### src/hdl/assert_macros.svh
// assertion macros used by the reverb sequencer
// no dependencies
`ifndef ASSERT_MACROS_SVH
`define ASSERT_MACROS_SVH

// clocked assertion, held off during reset
`define ASSERT_CLK(label, clk_sig, rst_sig, prop, msg) \
  label: assert property (@(posedge clk_sig) disable iff (rst_sig) prop) else $error(msg);

// clocked assertion, checked during reset too
`define ASSERT_ALWAYS(label, clk_sig, prop, msg) \
  label: assert property (@(posedge clk_sig) prop) else $error(msg);

`endif

### src/hdl/prt_pkg.sv
// types, constants and arithmetic helpers of the plate reverb tank
// no dependencies
`timescale 1ns / 1ps
package prt_pkg;

  localparam int DIFF_A_LEN = 142;
  localparam int DIFF_B_LEN = 107;
  localparam int NUM_LINES = 8;

  localparam logic [14:0] K_BW      = 15'd32604;
  localparam logic [14:0] K_BW_REST = 15'd164;
  localparam logic [14:0] K_DIFF12  = 15'd24576;
  localparam logic [14:0] K_DIFF34  = 15'd20480;
  localparam logic [14:0] K_DECAY1  = 15'd16384;
  localparam logic [14:0] K_DECAY2  = 15'd13107;
  localparam logic [14:0] K_HALF    = 15'd16384;
  localparam logic [14:0] K_QUARTER = 15'd8192;
  localparam logic [14:0] K_THREEQ  = 15'd24576;
  localparam logic signed [15:0] WET_LIMIT = 16'sd16384;

  localparam logic [14:0] GAIN_ONE_RST   = 15'd8192;
  localparam logic [14:0] GAIN_TWO_RST   = 15'd16384;
  localparam logic [14:0] GAIN_THREE_RST = 15'd16384;

  typedef enum logic [1:0] {
    REG_MODE  = 2'd0,
    REG_GAIN1 = 2'd1,
    REG_GAIN2 = 2'd2,
    REG_GAIN3 = 2'd3
  } reg_t;

  typedef enum logic [1:0] {
    MODE_BYPASS = 2'd0,
    MODE_LIGHT  = 2'd1,
    MODE_HALF   = 2'd2,
    MODE_WET    = 2'd3
  } mode_t;

  typedef enum logic [2:0] {
    LN_DA = 3'd0,
    LN_DB = 3'd1,
    LN_DC = 3'd2,
    LN_DD = 3'd3,
    LN_AA = 3'd4,
    LN_AB = 3'd5,
    LN_TA = 3'd6,
    LN_TB = 3'd7
  } line_t;

  typedef enum logic [4:0] {
    OP_NONE,
    OP_LOAD,
    OP_READ,
    OP_BW1,
    OP_BW2,
    OP_AP1,
    OP_AP2,
    OP_ADDFB,
    OP_TAP1,
    OP_TAP2,
    OP_DELAY,
    OP_DMP1,
    OP_DMP2,
    OP_GAIN,
    OP_GAINFB,
    OP_MIX1,
    OP_MIX2,
    OP_OUT
  } op_t;

  typedef enum logic [4:0] {
    ST_CLEAR,
    ST_IDLE,
    ST_READ,
    ST_BW1,
    ST_BW2,
    ST_DA1,
    ST_DA2,
    ST_DB1,
    ST_DB2,
    ST_DC1,
    ST_DC2,
    ST_DD1,
    ST_DD2,
    ST_FB,
    ST_AA1,
    ST_AA2,
    ST_TA,
    ST_DMP1,
    ST_DMP2,
    ST_G1,
    ST_AB1,
    ST_AB2,
    ST_TB,
    ST_G2,
    ST_MIX1,
    ST_MIX2,
    ST_OUT
  } st_t;

  typedef struct packed {
    op_t         op;
    line_t       line;
    logic [14:0] coef;
  } cmd_t;

  typedef struct packed {
    logic busy;
    logic bypass;
    logic out_free;
  } sts_t;

  // q1.15 product truncated toward zero
  function automatic logic signed [15:0] qmul(input logic signed [15:0] a,
                                              input logic [14:0] c);
    logic signed [31:0] p;
    logic signed [31:0] r;
    p = 32'(a) * 32'(signed'({1'b0, c}));
    if (p < 0) begin
      r = -((-p) >>> 15);
    end else begin
      r = p >>> 15;
    end
    return r[15:0];
  endfunction

  function automatic logic signed [15:0] sat16(input logic signed [17:0] v);
    logic signed [15:0] r;
    if (v > 18'sd32767) begin
      r = 16'sd32767;
    end else if (v < -18'sd32768) begin
      r = -16'sd32768;
    end else begin
      r = v[15:0];
    end
    return r;
  endfunction

  function automatic logic signed [15:0] add_sat(input logic signed [15:0] a,
                                                 input logic signed [15:0] b);
    logic signed [17:0] s;
    s = 18'(a) + 18'(b);
    return sat16(s);
  endfunction

  function automatic logic signed [15:0] sub_sat(input logic signed [15:0] a,
                                                 input logic signed [15:0] b);
    logic signed [17:0] s;
    s = 18'(a) - 18'(b);
    return sat16(s);
  endfunction

endpackage

### src/hdl/prt_ctrl.sv
// reverb sequencer: walks one sample through the datapath steps
// depends on prt_pkg and assert_macros.svh
`timescale 1ns / 1ps
`include "assert_macros.svh"
module prt_ctrl (
  input  logic          clk,
  input  logic          rst,
  input  logic          in_valid,
  output logic          in_ready,
  output prt_pkg::cmd_t cmd,
  input  prt_pkg::sts_t sts
);
  import prt_pkg::*;

  st_t state, state_next;

  always_ff @(posedge clk) begin
    if (rst) begin
      state <= ST_CLEAR;
    end else begin
      state <= state_next;
    end
  end

  always_comb begin
    state_next = state;
    in_ready   = 1'b0;
    cmd.op     = OP_NONE;
    cmd.line   = LN_DA;
    cmd.coef   = K_DIFF12;
    unique case (state)
      ST_CLEAR: begin
        if (!sts.busy) state_next = ST_IDLE;
      end
      ST_IDLE: begin
        in_ready = 1'b1;
        if (in_valid) begin
          cmd.op     = OP_LOAD;
          state_next = sts.bypass ? ST_OUT : ST_READ;
        end
      end
      ST_READ: begin
        cmd.op = OP_READ;
        state_next = ST_BW1;
      end
      ST_BW1: begin
        cmd.op = OP_BW1;
        state_next = ST_BW2;
      end
      ST_BW2: begin
        cmd.op = OP_BW2;
        state_next = ST_DA1;
      end
      ST_DA1: begin
        cmd.op = OP_AP1;
        state_next = ST_DA2;
      end
      ST_DA2: begin
        cmd.op = OP_AP2;
        state_next = ST_DB1;
      end
      ST_DB1: begin
        cmd.op = OP_AP1;
        cmd.line = LN_DB;
        state_next = ST_DB2;
      end
      ST_DB2: begin
        cmd.op = OP_AP2;
        cmd.line = LN_DB;
        state_next = ST_DC1;
      end
      ST_DC1: begin
        cmd.op = OP_AP1;
        cmd.line = LN_DC;
        cmd.coef = K_DIFF34;
        state_next = ST_DC2;
      end
      ST_DC2: begin
        cmd.op = OP_AP2;
        cmd.line = LN_DC;
        cmd.coef = K_DIFF34;
        state_next = ST_DD1;
      end
      ST_DD1: begin
        cmd.op = OP_AP1;
        cmd.line = LN_DD;
        cmd.coef = K_DIFF34;
        state_next = ST_DD2;
      end
      ST_DD2: begin
        cmd.op = OP_AP2;
        cmd.line = LN_DD;
        cmd.coef = K_DIFF34;
        state_next = ST_FB;
      end
      ST_FB: begin
        cmd.op = OP_ADDFB;
        state_next = ST_AA1;
      end
      ST_AA1: begin
        cmd.op = OP_TAP1;
        cmd.line = LN_AA;
        cmd.coef = K_DECAY1;
        state_next = ST_AA2;
      end
      ST_AA2: begin
        cmd.op = OP_TAP2;
        cmd.line = LN_AA;
        cmd.coef = K_DECAY1;
        state_next = ST_TA;
      end
      ST_TA: begin
        cmd.op = OP_DELAY;
        cmd.line = LN_TA;
        state_next = ST_DMP1;
      end
      ST_DMP1: begin
        cmd.op = OP_DMP1;
        state_next = ST_DMP2;
      end
      ST_DMP2: begin
        cmd.op = OP_DMP2;
        state_next = ST_G1;
      end
      ST_G1: begin
        cmd.op = OP_GAIN;
        state_next = ST_AB1;
      end
      ST_AB1: begin
        cmd.op = OP_AP1;
        cmd.line = LN_AB;
        cmd.coef = K_DECAY2;
        state_next = ST_AB2;
      end
      ST_AB2: begin
        cmd.op = OP_AP2;
        cmd.line = LN_AB;
        cmd.coef = K_DECAY2;
        state_next = ST_TB;
      end
      ST_TB: begin
        cmd.op = OP_DELAY;
        cmd.line = LN_TB;
        state_next = ST_G2;
      end
      ST_G2: begin
        cmd.op = OP_GAINFB;
        state_next = ST_MIX1;
      end
      ST_MIX1: begin
        cmd.op = OP_MIX1;
        state_next = ST_MIX2;
      end
      ST_MIX2: begin
        cmd.op = OP_MIX2;
        state_next = ST_OUT;
      end
      ST_OUT: begin
        cmd.op = OP_OUT;
        if (sts.out_free) state_next = ST_IDLE;
      end
      default: begin
        state_next = ST_IDLE;
      end
    endcase
  end

  `ASSERT_CLK(a_accept_start, clk, rst, (in_valid && in_ready) |=> (state == ST_READ || state == ST_OUT), "accepted word did not start processing")
  `ASSERT_CLK(a_out_hold, clk, rst, (state == ST_OUT && !sts.out_free) |=> (state == ST_OUT), "result dropped while output stalled")
  `ASSERT_CLK(a_mix_to_out, clk, rst, (state == ST_MIX2) |=> (state == ST_OUT), "mix step not followed by output")
  `ASSERT_ALWAYS(a_no_accept_in_clear, clk, (state == ST_CLEAR) |-> !in_ready, "word accepted during line clear")
endmodule

### config.mk
export PLATFORM = sky130hd
export DESIGN_NAME = prt_ctrl
export DESIGN_NICKNAME = d
export VERILOG_FILES = /design/src/hdl/prt_pkg.sv /design/src/hdl/prt_ctrl.sv
export VERILOG_INCLUDE_DIRS = /design/src /design/src/hdl
export SDC_FILE = /design/constraint.sdc
export NUM_CORES = 1
export LEC_CHECK = 0
export BUFFER_PORTS_ARGS = -buffer_cell sky130_fd_sc_hd__buf_2
export CELL_PAD_IN_SITES_DETAIL_PLACEMENT = 1
export CELL_PAD_IN_SITES_GLOBAL_PLACEMENT = 2
export CORE_ASPECT_RATIO = 0.8
export CORE_MARGIN = 4
export CORE_UTILIZATION = 26
export CTS_BUF_LIST = sky130_fd_sc_hd__clkbuf_16
export DETAILED_ROUTE_END_ITERATION = 8
export PLACE_DENSITY_LB_ADDON = 0.1
export SLEW_MARGIN = 20
export SYNTH_ARGS = -nofsm -noshare
export SYNTH_HDL_FRONTEND = slang
export SYNTH_SLANG_ARGS = --single-unit
### constraint.sdc
create_clock -name clk -period 4 [get_ports clk]
set_input_delay 1 -clock clk [delete_from_list [all_inputs] [get_ports clk]]
set_output_delay 1 -clock clk [all_outputs]
set_load 0.01 [all_outputs]
==> metrics, run 1 <==
status completed; clock sinks 5; leading cell type in the layout, fill and taps excluded buf_2; Min-Delay Path Class reg -> reg; critical path's top delay family flip-flops; crit path launch type flip-flop; vias in the first global route 778; YS warnings 0; standard-cell rows 17; endpoints failing setup 0; CTS H-tree depth 1; Post-CTS Setup Bufs 0; Critical Path, Cell by Cell nand2_1, nor2_1, o22ai_1, o21ai_0, buf_2; Core Util, Final 31.86%; kind of critical path reg -> out; remaining global-route overflow 0; max_cap viols 0; worst hold slack 799.6 ps; # DRC 0; starting density of the core 27.10%; Die W 68.03 µm; Critical Path Fanout Max 19; share of layout cells above drive strength 1 25.40%; pin slew with the least headroom to its limit 773.8 ps; Post-Syn Area 749.5 µm²; Ant. Diodes 0; cts hold-fix bufs 0; final WL 2.262 mm; DP Wirelength 1.631 mm; Num CTS Buffers 3; CP Data Arrival Time 1910 ps; area of the multi-input gates 513.0 µm²; vias 834; DRC marker count from the first detailed-route iteration 36; Pre-Repair DR Iteration Count 4; DRT antenna net count 0; largest vdd supply drop 0.0002753 V; DR WL/cell 13.79 µm; max reg flops 5; die area 3811 µm²; register area 100.1 µm²; Avg Inst Size Synth 6.574 µm²; CTS resizes 0; Slew Viols, Final 0; crit path time final 2908 ps; Critical Path RT 3000 ps; Post-synth ARST share 0%; fill count 365; Synth Register Bits 5; global-route wire length before repair 3.843 mm; clk buf depth 2; Synth top area share 13.36%; # port buffers 23; RD Place Congestion 0.6948; Max Freq 0.3438 GHz; static leakage 0.0003788 µW; TritonCTS clock tree built; largest net degree at the start of global routing 25; Crit-path slowest cell dfxtp_1; die height 56.02 µm; largest cells by area after synthesis dfxtp_1 (13%), buf_4 (11%), o21ai_0 (8.7%), buf_2 (6.7%), a31oi_1 (5.0%); most frequent cells in the layout buf_2 (23), o21ai_0 (13), nor2_1 (9), nand2_1 (8), a21oi_1 (7); Synth Flop Type dfxtp_1; PD cells 408.4 nW/µm²; area grow syn2layout 17.53%; core footprint 2765 µm²; root buffer cell clkbuf_16; WP buf/inv 1; Top reg by flops state; Period Utilization, post-route 72.71%; # IOs 30; Fin. Hold Viols 0; nets 133; Seq/Total Area, Yosys 13.36%; Regs by FF count state (5); sum of negative setup slack 0 ps; global-route usage over all layers 12.79%; clk slew on worst S/H paths 30 ps; Post-synth EDFFs 0; RSZ-0062 raised after global routing no; synth unique cells 36; vias per inst 5.085; Clk Latency, worst-skew pair 230 ps; leading area contributor after synthesis dfxtp_1; Pwr Total 359.7 µW; initial antenna violation count 0; Worst setup EP type primary output; crit-path max cell delay 730 ps; slew margin rel. 48.34%; clk_skew 2.378 ps; Post-Synthesis Cells 114
-- layer usage --
layer  wire length [µm]  vias up  global-route usage, %
met1               1084      393                  17.90
met5                  0        -                      0
li1                   -      416                      -
met3                121        2                  3.434
met2               1044       23                  18.96
met4                 12        0                  3.399
-- final timing paths --
kind / to / depth (start not counted) / slack, ps / from
setup / recovery: cmd[15] / 5 / 1090 / state[1]
hold / removal: state[3] / 2 / 800 / state[0]
setup reg to reg: state[0] / 4 / 2030 / state[4]
hold reg to reg: state[3] / 2 / 800 / state[0]
-- stage by stage --
step	setup slack, ps	cell area (µm²)	cells
finish	1092	880.8	164
global route	807.3	880.8	164
detailed placement	1245	802.0	160
floorplan	1572	768.2	119
CTS	1068	880.8	164
global placement	1267	802.0	160
-- power breakdown --
group | total (µW) | leakage [µW] | internal [µW] | switching [µW]
clock | 163 | 0.0000423 | 130 | 33.4
combinational | 113 | 0.000296 | 52.2 | 61.3
sequential | 83.4 | 0.0000409 | 55.9 | 27.6
total | 360 | 0.000379 | 238 | 122
-- worst register-to-register path: cells and delay by family, from the launching register on --
kind	cells	cell delay (ps)
buf+inv	1	140
simple gates	3	920
flops	1	810
-- area by class of cell --
type	count	share of cell area, %
inverters	3	1.278
clock inverters	1	0.4261
well taps	38	5.398
multi-input cells	89	58.24
repair buffers	25	14.77
clock buffers	3	8.523
flip-flops and latches	5	11.36
-- kinds of logic after synthesis --
logic type	synth area share (%)
other	0.5004
buffers and inverters	20.70
AO/OA/AOI/OAI	31.55
flip-flops	13.36
AND/OR/NAND/NOR	30.39
XOR/XNOR	3.506
-- cell usage after synthesis (2+ instances only) --
cell,number
nor3_1,5
nor2_1,9
a211oi_1,3
nand2_1,8
inv_1,3
nand2b_1,5
a21oi_1,7
nand3_1,2
nor2b_1,4
buf_4,11
dfxtp_1,5
o21ai_0,13
a31oi_1,6
xor2_1,2
buf_2,10
No activity file was read; power rests on OpenSTA's default activity.
==> run 2, diff against run 1 <==
- CORE_UTILIZATION: 26 -> 22
- clock period: 4 -> 2.5 ns (I/O delays scaled with it)
==> run 2 against run 1 <==
Effect of this change: critical endpoint is now cmd[12]; core utilization decreased by 3.3 points; critical path depth unchanged; largest cell class unchanged; final area rose by 3.0%.
==> metrics, run 2 (synthesized netlist as in run 1, its figures left out) <==
P_sw 197.5 µW (+62%); Seq pwr share 21.0% (-2.2 points); clk slew on worst S/H paths 30 ps (about the same); vias per inst 5.107 (+0.42%); # IOs 30 (unchanged); nets 136 (+2.3%); worst hold slack 620.9 ps (-178.7 ps); area grow syn2layout 21.04%; endpoints failing setup 0 (unchanged); max_cap viols 0 (unchanged); Critical Path, Cell by Cell nand2b_1, o21ai_0, nand2_1, o31ai_1, buf_2; starting density of the core 23.60% (-3.5 points); CTS H-tree depth 1 (unchanged); Min-Delay Path Class in -> reg; PD cells 643.5 nW/µm² (+58%); sum of negative setup slack 0 ps (unchanged); Fin. Hold Viols 0 (unchanged); standard-cell rows 18 (+1); Num CTS Buffers 3 (unchanged); leading cell type in the layout, fill and taps excluded buf_2; core footprint 3176 µm² (+15%); static leakage 0.0003951 µW (+4.3%); # port buffers 23 (unchanged); # DRC 0 (unchanged); RD Place Congestion 0.7180 (+3.3%); status completed; Regs by FF count state (5); DRC marker count from the first detailed-route iteration 50 (+39%); crit-path max cell delay 670 ps (-60 ps); most frequent cells in the layout buf_2 (23), o21ai_0 (13), nor2_1 (9), nand2_1 (8), a21oi_1 (7); die height 60.21 µm (+7.5%); Top reg by flops state; slew margin rel. 62.14% (+14 points); clk_skew 0.3119 ps (-2.066 ps); global-route wire length before repair 3.988 mm (+3.8%); pin slew with the least headroom to its limit 567.1 ps (-206.7 ps); Crit-path slowest cell dfxtp_1; CP Data Arrival Time 1670 ps (-240 ps); kind of critical path reg -> out; DR WL/cell 14.51 µm (+5.2%); Clk Latency, worst-skew pair 230 ps (about the same); root buffer cell clkbuf_16; TritonCTS clock tree built; DRT antenna net count 0 (unchanged); largest net degree at the start of global routing 22 (-12%); clock power share 44.4% (-0.9 points); DP Wirelength 1.871 mm (+15%); clock sinks 5 (unchanged); Inst Count DP 165 (+3.1%); remaining global-route overflow 0 (unchanged); Period Utilization, post-route 91.67%; Die W 73.26 µm (+7.7%); Max Freq 0.4364 GHz; Sw Share 33.84% (-0.12 points); Post-Layout Cell Count 169 (+3.0%); fill count 405 (+11%); vias 863 (+3.5%); clk buf depth 2 (unchanged); Pint 386.1 µW (+63%); Critical Path RT 1880 ps (-1120 ps); Critical Path Fanout Max 17 (-2); die area 4410 µm² (+16%); vias in the first global route 791 (+1.7%); initial antenna violation count 0 (unchanged); final WL 2.453 mm (+8.4%); Pre-Repair DR Iteration Count 4 (unchanged); Combinational Power Share 34.6% (+3.1 points); Worst setup EP type primary output; crit path time final 2292 ps; share of layout cells above drive strength 1 27.91% (+2.5 points); crit path launch type flip-flop; Core Util, Final 28.57% (-3.3 points); RSZ-0062 raised after global routing no; max reg flops 5 (unchanged); largest vdd supply drop 0.0002008 V (-27%); global-route usage over all layers 11.64% (-1.2 points); Slew Viols, Final 0 (unchanged); Ant. Diodes 0 (unchanged)
run 2: cell count changes in the layout (fill, tap and decap cells not counted), sizes merged:
cell / change
buf: +3
run 2: metrics by stage:
stage	cell area (µm²)	total power [µW]	setup slack [ps]
after detailed placement	827.0	327.3	374.9
final	907.1	583.7	208.3
after global routing	907.1	621.5	29.83
after floorplan	768.2	276.5	648.6
after CTS	905.9	589.2	141.6
after global placement	827.0	328.1	416.2
run 2: power by group through the flow:
stage | clock (µW) | sequential (µW) | combinational [µW]
2_1_floorplan | 0 | 95.5 | 181
3_3_place_gp | 0 | 123 | 205
3_5_place_dp | 0 | 124 | 204
4_1_cts | 262 | 123 | 205
5_1_grt | 266 | 128 | 228
6_report | 259 | 123 | 202
run 2: worst paths after layout:
| path | from | to | slack, ps | cells past startpoint |
|---|---|---|---|---|
| setup / recovery | state[3] | cmd[12] | 210 | 5 |
| hold / removal | rst | state[1] | 620 | 2 |
| setup reg to reg | state[3] | state[0] | 620 | 4 |
| hold reg to reg | state[1] | state[3] | 770 | 4 |
run 2: metal layers:
layer	vias to the layer above	wire, µm	share of wire, %	track usage, %
met5	-	0	0	0
met2	28	1136	46	19.24
li1	422	-	-	-
met1	413	1164	47	15.71
met3	0	152	6.2	2.185
met4	0	0	0	2.368
run 2: layout make-up:
type,count,area (µm²),area share [%]
well taps,40,50.05,5.517
inverters,3,11.26,1.241
repair buffers,28,152.6,16.83
multi-input cells,89,513.0,56.55
clock inverters,1,3.754,0.4138
flip-flops and latches,5,101.3,11.17
clock buffers,3,75.07,8.276
run 2: critical path, delay by kind of cell (launching register included):
kind	cells	cell delay, ps
AOI/OAI and AO/OA	2	280
and+or+nand+nor	2	320
buffers and inverters	1	170
DFF	1	670
run 2: what timing repair did:
item	CTS	global route
hold buffers	0	0
setup endpoints to repair	0	1
gates resized for setup	0	1
buffers inserted	0	0
